==> src/rtl/mfpd_pkg.sv <==
`default_nettype none

package mfpd_pkg;

    // Widths of the fixed fields
    localparam int ADC_WIDTH_DEF = 12;
    localparam int POS_W         = 7;
    localparam int CAL_W         = 11;
    localparam int DZ_W          = 7;
    localparam int TGT_IN_W      = 8;
    localparam int SPEED_W       = 8;
    localparam int ON_W          = 13;
    localparam int OFF_W         = 12;
    localparam int DIR_W         = 2;
    localparam int CFG_IDX_W     = 2;

    // Scaling divider: dividend is (reading - min_adc) * 127, quotient stays below 128
    localparam int NUM_W     = CAL_W + POS_W;
    localparam int DIV_STEPS = POS_W;
    localparam int STEP_W    = $clog2(DIV_STEPS);

    // Reset values of the registers and state
    localparam logic [CAL_W-1:0] MIN_ADC_RST = 11'd10;
    localparam logic [CAL_W-1:0] MAX_ADC_RST = 11'd1024;
    localparam logic [DZ_W-1:0]  DZ_RST      = 7'd2;

    localparam logic [TGT_IN_W-1:0] TGT_MAX     = 8'd127;
    localparam logic [POS_W-1:0]    FAR_DIST    = 7'd50;
    localparam logic [SPEED_W-1:0]  SPEED_BASE  = 8'd60;
    localparam logic [SPEED_W-1:0]  SPEED_MAX   = 8'd255;
    localparam logic [SPEED_W-1:0]  ENABLE_MIN  = 8'd5;
    localparam logic [ON_W-1:0]     ON_BASE     = 13'd200;
    localparam logic [OFF_W-1:0]    OFF_BASE    = 12'd4000;

    // Reciprocal constants: dist*195/50 and speed*5800/255, speed*3950/255
    localparam int                SPD_K_W  = 22;
    localparam logic [SPD_K_W-1:0] SPD_K   = 22'd4089540;
    localparam int                SPD_SH   = 20;
    localparam int                ON_K_W   = 34;
    localparam logic [ON_K_W-1:0] ON_K     = 34'd12211186600;
    localparam int                OFF_K_W  = 33;
    localparam logic [OFF_K_W-1:0] OFF_K   = 33'd8316239150;
    localparam int                PWM_SH   = 29;

    typedef enum logic [DIR_W-1:0] {
        DIR_STOP,
        DIR_UP,
        DIR_DOWN
    } dir_t;

    typedef enum logic [CFG_IDX_W-1:0] {
        REG_MIN_ADC,
        REG_MAX_ADC,
        REG_DEAD_ZONE
    } cfg_reg_t;

    typedef enum logic [2:0] {
        ST_IDLE,
        ST_PREP,
        ST_DIV,
        ST_DRIVE,
        ST_SPEED,
        ST_PWM_ON,
        ST_PWM_OFF
    } mfpd_state_t;

    typedef struct packed {
        logic             start;
        logic [NUM_W-1:0] num;
        logic [CAL_W-1:0] den;
    } div_req_t;

    typedef struct packed {
        logic             busy;
        logic             done;
        logic [POS_W-1:0] quo;
    } div_rsp_t;

endpackage

`default_nettype wire

==> src/rtl/mfpd_div.sv <==
`default_nettype none

module mfpd_div
    import mfpd_pkg::*;
(
    input  wire logic     aclk,
    input  wire logic     aresetn,
    input  wire div_req_t req,
    output div_rsp_t      rsp
);

    localparam int SH_W = CAL_W + DIV_STEPS - 1;

    logic             busy_reg, busy_next;
    logic             done_reg, done_next;
    logic [STEP_W-1:0] step_reg, step_next;
    logic [NUM_W-1:0] rem_reg, rem_next;
    logic [SH_W-1:0]  dsh_reg, dsh_next;
    logic [POS_W-1:0] quo_reg, quo_next;

    logic [NUM_W-1:0] trial;
    logic             fits;

    assign trial = NUM_W'(dsh_reg);
    assign fits  = rem_reg >= trial;

    always_comb begin
        busy_next = busy_reg;
        done_next = 1'b0;
        step_next = step_reg;
        rem_next  = rem_reg;
        dsh_next  = dsh_reg;
        quo_next  = quo_reg;
        if (req.start) begin
            busy_next = 1'b1;
            step_next = STEP_W'(DIV_STEPS - 1);
            rem_next  = req.num;
            dsh_next  = {req.den, {(DIV_STEPS-1){1'b0}}};
            quo_next  = '0;
        end else if (busy_reg) begin
            // one restoring step: try the shifted divisor, keep the bit
            if (fits) begin
                rem_next = rem_reg - trial;
            end
            quo_next = {quo_reg[POS_W-2:0], fits};
            dsh_next = dsh_reg >> 1;
            step_next = step_reg - 1'b1;
            if (step_reg == '0) begin
                busy_next = 1'b0;
                done_next = 1'b1;
            end
        end
    end

    always_ff @(posedge aclk) begin
        if (!aresetn) begin
            busy_reg <= 1'b0;
            done_reg <= 1'b0;
        end else begin
            busy_reg <= busy_next;
            done_reg <= done_next;
        end
        step_reg <= step_next;
        rem_reg  <= rem_next;
        dsh_reg  <= dsh_next;
        quo_reg  <= quo_next;
    end

    assign rsp.busy = busy_reg;
    assign rsp.done = done_reg;
    assign rsp.quo  = quo_reg;

endmodule

`default_nettype wire

==> src/rtl/motor_fader_position_drive.sv <==
// Channel   Direction  Handshake                       Payload
// s_axis    in         s_axis_tvalid / s_axis_tready   tuser: req_type; tdata: target, sample
// m_axis    out        m_axis_tvalid / m_axis_tready   tdata: position .. pwm_off_us
// cfg       in         cfg_valid / cfg_ready           cfg_index, cfg_data
//
// A set-target transaction updates the target and clears the reached flag, with no
// output. A sample transaction runs prepare, 7 restoring steps of the divider plus
// its done strobe, then drive decision, speed and the two PWM reciprocal multiplies.
// A stop skips the speed state; an empty calibration span skips the divider.
// aresetn is synchronous, active low; it resets control state, target and position,
// sets the reached flag and loads the calibration register defaults.
// A full output register stalls the last stage; the input side is busy meanwhile.
`default_nettype none

module motor_fader_position_drive
    import mfpd_pkg::*;
#(
    parameter int ADC_WIDTH = ADC_WIDTH_DEF
) (
    input  wire logic                 aclk,
    input  wire logic                 aresetn,

    input  wire logic                 s_axis_tvalid,
    output logic                      s_axis_tready,
    // [7:0] target_pos, [ADC_WIDTH+7:8] adc_sample, zero pad above
    input  wire logic [((TGT_IN_W+ADC_WIDTH+7)/8)*8-1:0] s_axis_tdata,
    // [0] req_type
    input  wire logic                 s_axis_tuser,

    output logic                      m_axis_tvalid,
    input  wire logic                 m_axis_tready,
    // [6:0] position, [13:7] target_now, [15:14] direction, [23:16] motor_speed,
    // [24] motor_enable, [37:25] pwm_on_us, [49:38] pwm_off_us, zero pad above
    output logic [55:0]               m_axis_tdata,

    input  wire logic                 cfg_valid,
    output logic                      cfg_ready,
    input  wire logic [CFG_IDX_W-1:0] cfg_index,
    input  wire logic [CAL_W-1:0]     cfg_data
);

    localparam int SW      = ((ADC_WIDTH > CAL_W) ? ADC_WIDTH : CAL_W) + 1;
    localparam int OUT_W   = POS_W + POS_W + DIR_W + SPEED_W + 1 + ON_W + OFF_W;
    localparam int SPD_P_W = POS_W + SPD_K_W;
    localparam int ON_P_W  = SPEED_W + ON_K_W;
    localparam int OFF_P_W = SPEED_W + OFF_K_W;

    mfpd_state_t state_reg, state_next;

    logic [CAL_W-1:0]           min_adc_reg, max_adc_reg;
    logic [DZ_W-1:0]            dz_reg;
    logic [POS_W-1:0]           target_reg, target_next;
    logic [POS_W-1:0]           pos_reg, pos_next;
    logic                       reached_reg, reached_next;
    logic signed [ADC_WIDTH-1:0] sample_reg, sample_next;
    logic [POS_W-1:0]           dist_reg, dist_next;
    dir_t                       dir_reg, dir_next;
    logic [SPEED_W-1:0]         speed_reg, speed_next;
    logic [ON_W-1:0]            on_reg, on_next;
    logic                       m_valid_reg, m_valid_next;
    logic [OUT_W-1:0]           m_data_reg, m_data_next;

    div_req_t div_req;
    div_rsp_t div_rsp;

    logic                       s_fire, out_free;
    logic [TGT_IN_W-1:0]        tgt_in;
    logic signed [SW-1:0]       samp_s, lo_s, hi_s, clip_s, diff_s;
    logic [CAL_W-1:0]           diff_u;
    logic                       span_empty;
    logic [POS_W-1:0]           dist_w;
    logic [SPD_P_W-1:0]         spd_prod;
    logic [ON_P_W-1:0]          on_prod;
    logic [OFF_P_W-1:0]         off_prod;
    logic [OFF_W-1:0]           off_w;

    mfpd_div u_div (
        .aclk    (aclk),
        .aresetn (aresetn),
        .req     (div_req),
        .rsp     (div_rsp)
    );

    assign s_axis_tready = (state_reg == ST_IDLE);
    assign s_fire        = s_axis_tvalid && s_axis_tready;
    assign out_free      = !m_valid_reg || m_axis_tready;
    assign tgt_in        = s_axis_tdata[TGT_IN_W-1:0];

    // clamp the reading into the calibration span
    assign samp_s     = SW'(sample_reg);
    assign lo_s       = signed'({{(SW-CAL_W){1'b0}}, min_adc_reg});
    assign hi_s       = signed'({{(SW-CAL_W){1'b0}}, max_adc_reg});
    assign clip_s     = (samp_s < lo_s) ? lo_s : ((samp_s > hi_s) ? hi_s : samp_s);
    assign diff_s     = clip_s - lo_s;
    assign diff_u     = diff_s[CAL_W-1:0];
    assign span_empty = (max_adc_reg <= min_adc_reg);

    assign dist_w = (pos_reg > target_reg) ? (pos_reg - target_reg) : (target_reg - pos_reg);

    assign spd_prod = {{SPD_K_W{1'b0}}, dist_reg} * {{POS_W{1'b0}}, SPD_K};
    assign on_prod  = {{ON_K_W{1'b0}}, speed_reg} * {{SPEED_W{1'b0}}, ON_K};
    assign off_prod = {{OFF_K_W{1'b0}}, speed_reg} * {{SPEED_W{1'b0}}, OFF_K};
    assign off_w    = OFF_BASE - off_prod[PWM_SH+OFF_W-1:PWM_SH];

    always_comb begin
        state_next   = state_reg;
        target_next  = target_reg;
        pos_next     = pos_reg;
        reached_next = reached_reg;
        sample_next  = sample_reg;
        dist_next    = dist_reg;
        dir_next     = dir_reg;
        speed_next   = speed_reg;
        on_next      = on_reg;
        m_valid_next = m_valid_reg;
        m_data_next  = m_data_reg;
        div_req.start = 1'b0;
        div_req.num   = ({diff_u, {POS_W{1'b0}}}) - NUM_W'(diff_u);
        div_req.den   = max_adc_reg - min_adc_reg;

        if (m_valid_reg && m_axis_tready) begin
            m_valid_next = 1'b0;
        end

        unique case (state_reg)
            ST_IDLE: begin
                if (s_fire) begin
                    if (!s_axis_tuser) begin
                        target_next  = (tgt_in > TGT_MAX) ? TGT_MAX[POS_W-1:0]
                                                          : tgt_in[POS_W-1:0];
                        reached_next = 1'b0;
                    end else begin
                        sample_next = s_axis_tdata[TGT_IN_W+ADC_WIDTH-1:TGT_IN_W];
                        state_next  = ST_PREP;
                    end
                end
            end
            ST_PREP: begin
                if (span_empty) begin
                    pos_next   = '0;
                    state_next = ST_DRIVE;
                end else begin
                    div_req.start = 1'b1;
                    state_next    = ST_DIV;
                end
            end
            ST_DIV: begin
                if (div_rsp.done) begin
                    pos_next   = div_rsp.quo;
                    state_next = ST_DRIVE;
                end
            end
            ST_DRIVE: begin
                dist_next = dist_w;
                if ((dist_w > dz_reg) && !reached_reg) begin
                    dir_next   = (pos_reg < target_reg) ? DIR_UP : DIR_DOWN;
                    state_next = ST_SPEED;
                end else begin
                    reached_next = 1'b1;
                    dir_next     = DIR_STOP;
                    speed_next   = '0;
                    state_next   = ST_PWM_ON;
                end
            end
            ST_SPEED: begin
                if (dist_reg >= FAR_DIST) begin
                    speed_next = SPEED_MAX;
                end else begin
                    speed_next = spd_prod[SPD_SH+SPEED_W-1:SPD_SH] + SPEED_BASE;
                end
                state_next = ST_PWM_ON;
            end
            ST_PWM_ON: begin
                on_next    = ON_BASE + on_prod[PWM_SH+ON_W-1:PWM_SH];
                state_next = ST_PWM_OFF;
            end
            ST_PWM_OFF: begin
                // hold here until the output register can take the result
                if (out_free) begin
                    m_valid_next = 1'b1;
                    m_data_next  = {off_w, on_reg, speed_reg > ENABLE_MIN, speed_reg,
                                    dir_reg, target_reg, pos_reg};
                    state_next   = ST_IDLE;
                end
            end
            default: state_next = ST_IDLE;
        endcase
    end

    always_ff @(posedge aclk) begin
        if (!aresetn) begin
            state_reg   <= ST_IDLE;
            target_reg  <= '0;
            pos_reg     <= '0;
            reached_reg <= 1'b1;
            m_valid_reg <= 1'b0;
        end else begin
            state_reg   <= state_next;
            target_reg  <= target_next;
            pos_reg     <= pos_next;
            reached_reg <= reached_next;
            m_valid_reg <= m_valid_next;
        end
        sample_reg <= sample_next;
        dist_reg   <= dist_next;
        dir_reg    <= dir_next;
        speed_reg  <= speed_next;
        on_reg     <= on_next;
        m_data_reg <= m_data_next;
    end

    assign cfg_ready = 1'b1;

    always_ff @(posedge aclk) begin
        if (!aresetn) begin
            min_adc_reg <= MIN_ADC_RST;
            max_adc_reg <= MAX_ADC_RST;
            dz_reg      <= DZ_RST;
        end else if (cfg_valid && cfg_ready) begin
            unique case (cfg_index)
                REG_MIN_ADC:   min_adc_reg <= cfg_data;
                REG_MAX_ADC:   max_adc_reg <= cfg_data;
                REG_DEAD_ZONE: dz_reg      <= cfg_data[DZ_W-1:0];
                default: ;
            endcase
        end
    end

    assign m_axis_tvalid = m_valid_reg;
    assign m_axis_tdata  = {{(56-OUT_W){1'b0}}, m_data_reg};

`ifndef SYNTHESIS
    a_busy_after_sample: assert property (@(posedge aclk) disable iff (!aresetn)
        (s_axis_tvalid && s_axis_tready && s_axis_tuser) |=> !s_axis_tready)
        else $error("input accepted while a sample is in work");

    a_div_done_in_div: assert property (@(posedge aclk) disable iff (!aresetn)
        div_rsp.done |-> (state_reg == ST_DIV))
        else $error("divider result outside the divide phase");

    a_div_busy_in_div: assert property (@(posedge aclk) disable iff (!aresetn)
        div_rsp.busy |-> (state_reg == ST_DIV))
        else $error("divider running outside the divide phase");

    a_stop_no_speed: assert property (@(posedge aclk) disable iff (!aresetn)
        (m_axis_tvalid && (m_axis_tdata[15:14] == DIR_STOP))
        |-> (m_axis_tdata[23:16] == '0) && !m_axis_tdata[24])
        else $error("stopped motor with nonzero speed");

    a_move_min_speed: assert property (@(posedge aclk) disable iff (!aresetn)
        (m_axis_tvalid && (m_axis_tdata[15:14] != DIR_STOP))
        |-> (m_axis_tdata[23:16] >= SPEED_BASE) && m_axis_tdata[24])
        else $error("moving motor below minimum speed");

    a_reached_after_stop: assert property (@(posedge aclk) disable iff (!aresetn)
        ($rose(m_axis_tvalid) && (m_axis_tdata[15:14] == DIR_STOP)) |-> reached_reg)
        else $error("stop result without reached flag");
`endif

endmodule

`default_nettype wire

==> config.mk <==
export PLATFORM = sky130hd
export DESIGN_NAME = motor_fader_position_drive
export DESIGN_NICKNAME = d
export VERILOG_FILES = /design/src/rtl/mfpd_pkg.sv /design/src/rtl/mfpd_div.sv /design/src/rtl/motor_fader_position_drive.sv
export SDC_FILE = /design/constraint.sdc
export NUM_CORES = 1
export LEC_CHECK = 0
export ABC_AREA = 1
export BUFFER_PORTS_ARGS = -buffer_cell sky130_fd_sc_hd__clkbuf_2
export CORE_ASPECT_RATIO = 1.25
export CORE_UTILIZATION = 50
export CTS_BUF_LIST = sky130_fd_sc_hd__clkbuf_8
export DETAILED_ROUTE_END_ITERATION = 8
export MAX_ROUTING_LAYER = met4
export PLACE_DENSITY = 0.69
export SYNTH_ARGS = -nofsm -noshare
export SYNTH_HDL_FRONTEND = slang
export SYNTH_SLANG_ARGS = --single-unit
==> constraint.sdc <==
create_clock -name aclk -period 11.44 [get_ports aclk]
set_input_delay 2.288 -clock aclk [delete_from_list [all_inputs] [get_ports aclk]]
set_output_delay 2.288 -clock aclk [all_outputs]
set_load 0.01 [all_outputs]
==> results of run 1 <==
-- cells in the final DEF (no fill, tap or decap), drive strengths merged, types with 22 or more instances in the layout --
cell    count
edfxtp    121
ha        273
fa        158
nor2      141
xnor2      23
nand4      31
inv       485
a21oi     171
o21ai     128
nor3       40
clkbuf    109
nand3      82
dfxtp      66
xor2       50
a211oi     22
nand2     394
-- routing by layer --
| metal | global-route usage | vias to the layer above | wire, um |
|---|---|---|---|
| met3 | 0.0340 | 122 | 1680 |
| met1 | 0.282 | 7463 | 19900 |
| met5 | - | - | 0 |
| met4 | 0.130 | 0 | 2460 |
| met2 | 0.469 | 389 | 25200 |
| li1 | - | 7889 | - |
-- critical path, cell delays in order (launching register included) --
cell and delay (ps):
edfxtp_1 610, inv_1 280, fa_1 750, inv_1 210, fa_1 540, fa_1 560, fa_1 450, ha_1 400
a21oi_1 340, inv_1 70, a21oi_1 260, o21ai_1 160, a21oi_1 140, nand2_1 110, xor2_1 190, ha_1 200
nand2_1 60, nor2_1 180, inv_1 80, o21ai_2 140, nand2_1 130, nand3b_1 120, nand2_1 70
-- cells by family (layout without fill, tap and decap cells) --
family,Yosys count,after routing,share of synthesized area
AOI/OAI and AO/OA,423,423,0.125
xor gates and xnor gates,73,73,0.0344
adders and majority gates,431,431,0.332
other,2,8,0.000379
DFF,187,187,0.250
and+or+nand+nor,719,719,0.156
muxes,4,4,0.00208
buffers and inverters,511,607,0.0998
-- through the flow --
step / utilization / hold WS [ps] / setup slack, ps / instances
after global placement: 0.531 / 405 / 5230 / 2917
after detailed placement: 0.531 / 406 / 5220 / 2917
after global routing: 0.541 / 434 / 4770 / 2950
after floorplan: - / 400 / 6130 / 2355
final: 0.541 / 430 / 5140 / 2950
after CTS: 0.541 / 429 / 5210 / 2949
-- Yosys cell counts, types with 3 or more instances --
cell type  count  area (um2)
inv_1        475        1780
nand2_1      385        1450
ha_1         273        3420
a21oi_1      166         831
fa_1         158        3160
nor2_1       136         510
edfxtp_1     121        3630
o21ai_0      119         596
nand3_1       78         390
dfxtp_1       66        1320
xor2_1        47         412
nor3_1        39         195
nand4_1       31         194
a211oi_1      22         165
xnor2_1       22         193
o211ai_1      20         150
clkbuf_1      18        67.6
a21o_1        15         113
o21bai_1      15         113
a22oi_1       14         105
a31oi_1       12        75.1
buf_4          9        67.6
nand2_2        9        56.3
nor4_1         9        56.3
nand3b_1       8        60.1
o22ai_1        7        43.8
o21ai_1        6        30.0
or2_2          6        37.5
a21oi_2        4        35.0
nand3_2        4        40.0
o31ai_1        4        30.0
a221oi_1       3        26.3
and2_1         3        18.8
inv_2          3        11.3
mux2i_1        3        30.0
nor2_2         3        18.8
-- how the worst max path moves through the flow --
stage                  from              to  slack [ps]
4_1_cts        speed_reg[3]  m_data_reg[48]        5210
2_1_floorplan  speed_reg[6]  m_data_reg[48]        6130
6_report       speed_reg[3]  m_data_reg[48]        5140
3_3_place_gp   speed_reg[3]  m_data_reg[48]        5230
3_5_place_dp   speed_reg[3]  m_data_reg[48]        5220
5_1_grt        speed_reg[3]  m_data_reg[48]        4770
-- final cells by class --
class	count	area [um2]
Multi-Input combinational cell	1657	12900
Sequential cell	187	4950
Clock buffer	19	262
Antenna cell	1	2.50
Tap cell	498	623
Timing Repair Buffer	95	488
Inverter	480	1810
Clock inverter	13	128
Fill cell	3612	17900
==> flow_metrics.env, run 1 <==
export IMPL_cts_root_buf="clkbuf_8"
export IMPL_syn_area_mm2=0.0198
export IMPL_r2r_start="speed_reg[3]"
export IMPL_critPathKind="flip-flop to flip-flop"
export IMPL_drtIter0Drc=746
export IMPL_setup_tns_ps=0
export IMPL_hpwlAfterDp_um=41600
export IMPL_syn_avg_cell_area_um2=8.43
export IMPL_ys_ff_latch=187
export IMPL_post_cts_resized=0
export IMPL_status="finished clean"
export IMPL_hold_buffers=0
export IMPL_ios=102
export IMPL_worstHoldEndpoint="m_data_reg[36]"
export IMPL_cp_required_ps=11700
export IMPL_synthArstFlopShare=0
export IMPL_cp_end_kind="flip-flop"
export IMPL_vias=15863
export IMPL_start_kind="flip-flop"
export IMPL_rrSetupSlack_ps=5140
export IMPL_dr_pass1_iters=5
export IMPL_die_h_um=225
export IMPL_place_congestion=0.968
export IMPL_numCtsBuffers=17
export IMPL_dpl_cell_area_mm2=0.0208
export IMPL_dieWidth_um=180
export IMPL_htree_levels=4
export IMPL_wl_per_cell_um=16.7
export IMPL_drv_cap=0
export IMPL_design_die_area_mm2=0.0404
export IMPL_finalHoldViolCount=0
export IMPL_period_share=0.551
export IMPL_netlist_instances=2350
export IMPL_nNetsFinal=2912
export IMPL_largest_reg_flops=50
export IMPL_hold_path_class="flip-flop to flip-flop"
export IMPL_slew_headroom=0.328
export IMPL_grt_pass1_wl_um=80100
export IMPL_cts_tree="yes"
export IMPL_reg2reg_depth=22
export IMPL_grt_max_degree=35
export IMPL_min_delay_start="on_reg[11]"
export IMPL_finalSetupViolations=0
export IMPL_track_usage=0.261
export IMPL_clkLatencyLatePin_ps=520
export IMPL_drive_above_1_share=0.0702
export IMPL_cts_setup_buffers=0
export IMPL_ys_seq_area_frac=0.250
export IMPL_cts_buffer_depth=2
export IMPL_routed_wl_um=49200
export IMPL_synth_edf_count=121
export IMPL_max_freq_ghz=0.159
export IMPL_rsz0062_at_grt="false"
export IMPL_area_delta_synth_final_pct=6.86
export IMPL_min_period_ps=6300
export IMPL_clkSinkCount=187
export IMPL_worst_slew_pin_slew_ps=1000
export IMPL_antenna_left=0
export IMPL_synth_main_ff_cell="edfxtp_1"
export IMPL_hold_path_cell_count=0
export IMPL_start_util=0.506
export IMPL_clock_skew_ps=29.8
export IMPL_antenna_found_initial=1
export IMPL_num_rows=81
export IMPL_cp_arrival_ps=6560
export IMPL_grt_pass1_vias=16080
export IMPL_core_area_mm2=0.0391
export IMPL_io_buffers=90
export IMPL_synth_distinct_cells=65
export IMPL_yosys_warnings=0
export IMPL_cp_max_fo=7
export IMPL_vias_per_cell=5.38
export IMPL_drc=0
export IMPL_drv_slew=0
export IMPL_clk_pin_slew_ps=100
export IMPL_r2r_end="m_data_reg[48]"
export IMPL_fin_area_mm2=0.0212
export IMPL_grt_overflow=0
Power of run 1 is not shown: default switching activity piles up to over one toggle a cycle in this logic, so the estimate is an artifact.
==> run 2: changes to the inputs <==
==> constraint.sdc (replaced) <==
create_clock -name aclk -period 6.3 [get_ports aclk]
set_input_delay 1.26 -clock aclk [delete_from_list [all_inputs] [get_ports aclk]]
set_output_delay 1.26 -clock aclk [all_outputs]
set_load 0.01 [all_outputs]
==> flow_metrics.env, run 2 (synthesis results as in run 1) <==
export IMPL_status="finished clean"
export IMPL_multi_input_area_mm2=0.0129
export IMPL_grt_pass1_wl_um=80100
export IMPL_antenna_left=0
export IMPL_cts_root_buf="clkbuf_8"
export IMPL_cts_buffer_depth=2
export IMPL_htree_levels=4
export IMPL_reg2reg_depth=17
export IMPL_setup_tns_ps=0
export IMPL_slew_headroom=0.374
export IMPL_period_share=0.922
export IMPL_vias_per_cell=5.39
export IMPL_design_die_area_mm2=0.0404
export IMPL_start_kind="flip-flop"
export IMPL_grt_max_degree=35
export IMPL_post_cts_resized=0
export IMPL_track_usage=0.260
export IMPL_dp_slack_ps=572
export IMPL_grt_pass1_vias=16302
export IMPL_grt_overflow=0
export IMPL_clkLatencyLatePin_ps=520
export IMPL_critPathKind="flip-flop to flip-flop"
export IMPL_finalWorstSetupSlack_ps=494
export IMPL_antenna_found_initial=0
export IMPL_start_util=0.506
export IMPL_hold_path_cell_count=0
export IMPL_clk_pin_slew_ps=100
export IMPL_nNetsFinal=2926
export IMPL_whs_ps=427
export IMPL_dieWidth_um=180
export IMPL_final_cell_mix="476 x inv_1, 385 x nand2_1, 273 x ha_1"
export IMPL_ios=102
export IMPL_dr_pass1_iters=5
export IMPL_drv_slew=0
export IMPL_drive_above_1_share=0.0755
export IMPL_routed_wl_um=49500
export IMPL_drtIter0Drc=869
export IMPL_clock_skew_ps=26.2
export IMPL_path_common_cell="fa_1"
export IMPL_wl_per_cell_um=16.7
export IMPL_cp_max_fo=9
export IMPL_numCtsBuffers=17
export IMPL_cp_end_kind="flip-flop"
export IMPL_cp_arrival_ps=6080
export IMPL_io_buffers=90
export IMPL_hold_buffers=0
export IMPL_place_congestion=1.01
export IMPL_layout_cells_most_common="inv_1"
export IMPL_min_period_ps=5810
export IMPL_largest_reg_flops=50
export IMPL_drv_cap=0
export IMPL_cp_required_ps=6570
export IMPL_clkSinkCount=187
export IMPL_regArea_mm2=0.00495
export IMPL_rrSetupSlack_ps=490
export IMPL_area_delta_synth_final_pct=7.40
export IMPL_finalSetupViolations=0
export IMPL_cts_setup_buffers=0
export IMPL_hold_path_class="flip-flop to flip-flop"
export IMPL_drc=0
export IMPL_slowest_stage="edfxtp_1"
export IMPL_core_area_mm2=0.0391
export IMPL_num_rows=81
export IMPL_die_h_um=225
export IMPL_rsz0062_at_grt="false"
export IMPL_vias=15971
export IMPL_crit_path_max_incr_delay_ps=590
export IMPL_num_antenna_cells=0
export IMPL_cts_tree="yes"
export IMPL_fillers=3603
export IMPL_hpwlAfterDp_um=42000
export IMPL_finalHoldViolCount=0
export IMPL_worst_slew_pin_slew_ps=936
export IMPL_max_freq_ghz=0.172
export IMPL_path_cells="fa_1 > inv_1 > fa_1 > fa_1 > inv_1 > fa_1 > ha_1 > a21oi_1 > o21ai_0 > a211oi_1 > nand2_1 > xor2_1 > nand3_1 > a21oi_2 > nand3_1 > nand2_1 > nand2_1"
run 2: changes by cell type in the layout (fill, tap and decap cells not counted):
| cell | before | now |
|---|---|---|
| buf_4 | 5 | 19 |
| clkbuf_8 | 19 | 17 |
| clkinv_4 | 2 | 1 |
| clkinv_8 | 3 | 5 |
| clkinvlp_4 | 0 | 1 |
| diode_2 | 1 | 0 |
| inv_4 | 0 | 1 |
| inv_6 | 4 | 2 |
| inv_8 | 2 | 3 |
run 2: worst max-delay path: cells and delay by family, from the launching register on:
family,cells,cell delay (ps)
DFF,1,590
adders and majority gates,5,2530
and+or+nand+nor,5,570
buffers and inverters,2,510
AOI/OAI and AO/OA,4,1030
xor gates and xnor gates,1,340
run 2: area by class of cell:
| type | instances | share of cell area |
|---|---|---|
| Sequential cell | 187 | 0.233 |
| Clock buffer | 17 | 0.0110 |
| Tap cell | 498 | 0.0293 |
| Multi-Input combinational cell | 1657 | 0.607 |
| Inverter | 480 | 0.0849 |
| Timing Repair Buffer | 109 | 0.0279 |
| Clock inverter | 15 | 0.00747 |
run 2: final timing paths:
kind,from,endpoint
min,on_reg[2],m_data_reg[27]
max reg2reg,speed_reg[7],on_reg[12]
min reg2reg,on_reg[2],m_data_reg[27]
max,speed_reg[7],on_reg[12]
run 2: metrics by stage:
stage	area, um2	utilization	cells
after CTS	21300	0.544	2963
after global placement	20900	0.534	2931
after detailed placement	20900	0.534	2931
final	21300	0.544	2963
after global routing	21300	0.544	2963
after floorplan	19800	-	2355
run 2: per-layer routing:
layer / routed length [um] / part of all wire / GRT usage / up-vias
li1: - / - / - / 7929
met1: 19700 / 0.40 / 0.275 / 7537
met2: 25800 / 0.52 / 0.479 / 393
met3: 1760 / 0.036 / 0.0314 / 112
met4: 2300 / 0.047 / 0.129 / 0
met5: 0 / 0 / - / -
Power of run 2 is left out for the same reason.
==> run 3: changes to the inputs <==
--- a/config.mk
+++ b/config.mk
@@ -8,6 +8,7 @@
 export ABC_AREA = 1
 export BUFFER_PORTS_ARGS = -buffer_cell sky130_fd_sc_hd__clkbuf_2
 export CORE_ASPECT_RATIO = 1.25
+export CORE_MARGIN = 2
 export CORE_UTILIZATION = 50
 export CTS_BUF_LIST = sky130_fd_sc_hd__clkbuf_8
 export DETAILED_ROUTE_END_ITERATION = 8
==> constraint.sdc (replaced) <==
create_clock -name aclk -period 6.3 [get_ports aclk]
set_input_delay 0.315 -clock aclk [delete_from_list [all_inputs] [get_ports aclk]]
set_output_delay 0.315 -clock aclk [all_outputs]
set_load 0.01 [all_outputs]
==> flow_metrics.env, run 3 (synthesis results as in run 1) <==
export IMPL_worst_slew_pin_slew_ps=948
export IMPL_final_cell_mix="475 x inv_1, 385 x nand2_1, 272 x ha_1"
export IMPL_start_util=0.506
export IMPL_finalHoldViolCount=0
export IMPL_cts_root_buf="clkbuf_8"
export IMPL_grt_max_degree=35
export IMPL_nNetsFinal=2935
export IMPL_slew_headroom=0.366
export IMPL_crit_path_max_incr_delay_ps=700
export IMPL_critPathKind="flip-flop to flip-flop"
export IMPL_num_rows=81
export IMPL_num_antenna_cells=0
export IMPL_clkLatencyLatePin_ps=530
export IMPL_cts_buffer_depth=2
export IMPL_die_h_um=227
export IMPL_routed_wl_um=50300
export IMPL_io_buffers=90
export IMPL_vias=16024
export IMPL_min_period_ps=5920
export IMPL_design_die_area_mm2=0.0412
export IMPL_track_usage=0.264
export IMPL_drtIter0Drc=789
export IMPL_layout_cells_most_common="inv_1"
export IMPL_slowest_stage="fa_1"
export IMPL_finalWorstSetupSlack_ps=383
export IMPL_grt_pass1_wl_um=83100
export IMPL_max_freq_ghz=0.169
export IMPL_setup_tns_ps=0
export IMPL_finalSetupViolations=0
export IMPL_ios=102
export IMPL_drive_above_1_share=0.0744
export IMPL_numCtsBuffers=17
export IMPL_core_area_mm2=0.0391
export IMPL_fillers=3622
export IMPL_path_buf_inv=4
export IMPL_rsz0062_at_grt="false"
export IMPL_dr_pass1_iters=5
export IMPL_drv_cap=0
export IMPL_period_share=0.939
export IMPL_place_congestion=0.960
export IMPL_antenna_left=0
export IMPL_dp_slack_ps=468
export IMPL_dieWidth_um=182
export IMPL_cp_required_ps=6590
export IMPL_cts_tree="yes"
export IMPL_wl_per_cell_um=16.9
export IMPL_grt_pass1_vias=16617
export IMPL_start_kind="flip-flop"
export IMPL_vias_per_cell=5.39
export IMPL_cts_setup_buffers=0
export IMPL_largest_reg_flops=50
export IMPL_path_cells="inv_1 > fa_1 > inv_1 > fa_1 > fa_1 > fa_1 > ha_1 > a21oi_1 > inv_1 > a21oi_1 > o21ai_1 > a21oi_1 > nand2_1 > xor2_1 > ha_1 > nand2_1 > nor2_1 > inv_1 > o21ai_2 > nand2_1 > nand3b_1 > nand2_1"
export IMPL_clk_pin_slew_ps=120
export IMPL_htree_levels=4
export IMPL_grt_overflow=0
export IMPL_area_delta_synth_final_pct=7.95
export IMPL_clock_skew_ps=26.3
export IMPL_cp_top_family="adder cells"
export IMPL_drv_slew=0
export IMPL_cp_end_kind="flip-flop"
export IMPL_cp_max_fo=5
export IMPL_cp_arrival_ps=6210
export IMPL_hpwlAfterDp_um=42300
export IMPL_drc=0
export IMPL_hold_path_class="input port to flip-flop"
export IMPL_status="finished clean"
export IMPL_clkSinkCount=187
export IMPL_antenna_found_initial=0
run 3: cell types whose count changed in the layout (fill, tap and decap cells not counted), sizes merged:
cell         previous run  this run
buf                    19        15
clkbuf                107       108
clkinv                  9        10
dlygate4sd3             0        13
inv                   485       483
run 3: worst register-to-register path, stage by stage, from the launching register on:
cell      delay [ps]
edfxtp_1         520
inv_1            110
fa_1             710
inv_1            210
fa_1             520
fa_1             540
fa_1             580
ha_1             390
a21oi_1          160
inv_1             80
a21oi_1          230
o21ai_1          150
a21oi_1          140
nand2_1          120
xor2_1           210
ha_1             220
nand2_1           70
nor2_1           190
inv_1             80
o21ai_2          150
nand2_1          130
nand3b_1         120
nand2_1           60
run 3: worst paths after layout:
kind	start	end	slack, ps	cells after the start
worst min-delay path	cfg_data[3]	min_adc_reg[3]	50	3
worst min register to register	on_reg[0]	m_data_reg[25]	420	0
worst max-delay path	speed_reg[4]	m_data_reg[48]	380	22
worst max register to register	speed_reg[4]	m_data_reg[48]	380	22
run 3: repair_timing:
item	CTS	global route
hold endpoints to repair	13	0
endpoints found under the setup margin	0	2
hold buffers	13	0
gates resized for setup	0	1
run 3: layout make-up:
class                   instances  area [um2]  share of cell area
clock inverters                14         153             0.00714
inverters                     480        1810              0.0845
well taps                     498         623              0.0291
clock buffers                  18         248              0.0116
flip-flops and latches        187        4950               0.232
multi-input cells            1657       12900               0.604
repair buffers                118         693              0.0324
run 3: per-stage QoR:
stage	cell area [um2]	hold slack (ps)	instances	util
2_1_floorplan	19800	400	2355	-
3_3_place_gp	20900	406	2927	0.533
3_5_place_dp	20900	405	2927	0.533
4_1_cts	21400	3.66	2972	0.547
5_1_grt	21400	45.9	2972	0.547
6_report	21400	51.1	2972	0.547
run 3: per-layer routing:
metal,share of wire,up-vias,wire (um),track usage
met2,0.52,406,26300,0.481
li1,-,7951,-,-
met3,0.037,122,1850,0.0337
met1,0.40,7545,20200,0.292
met5,0,-,0,-
met4,0.040,0,2010,0.107
Power of run 3 is left out for the same reason.
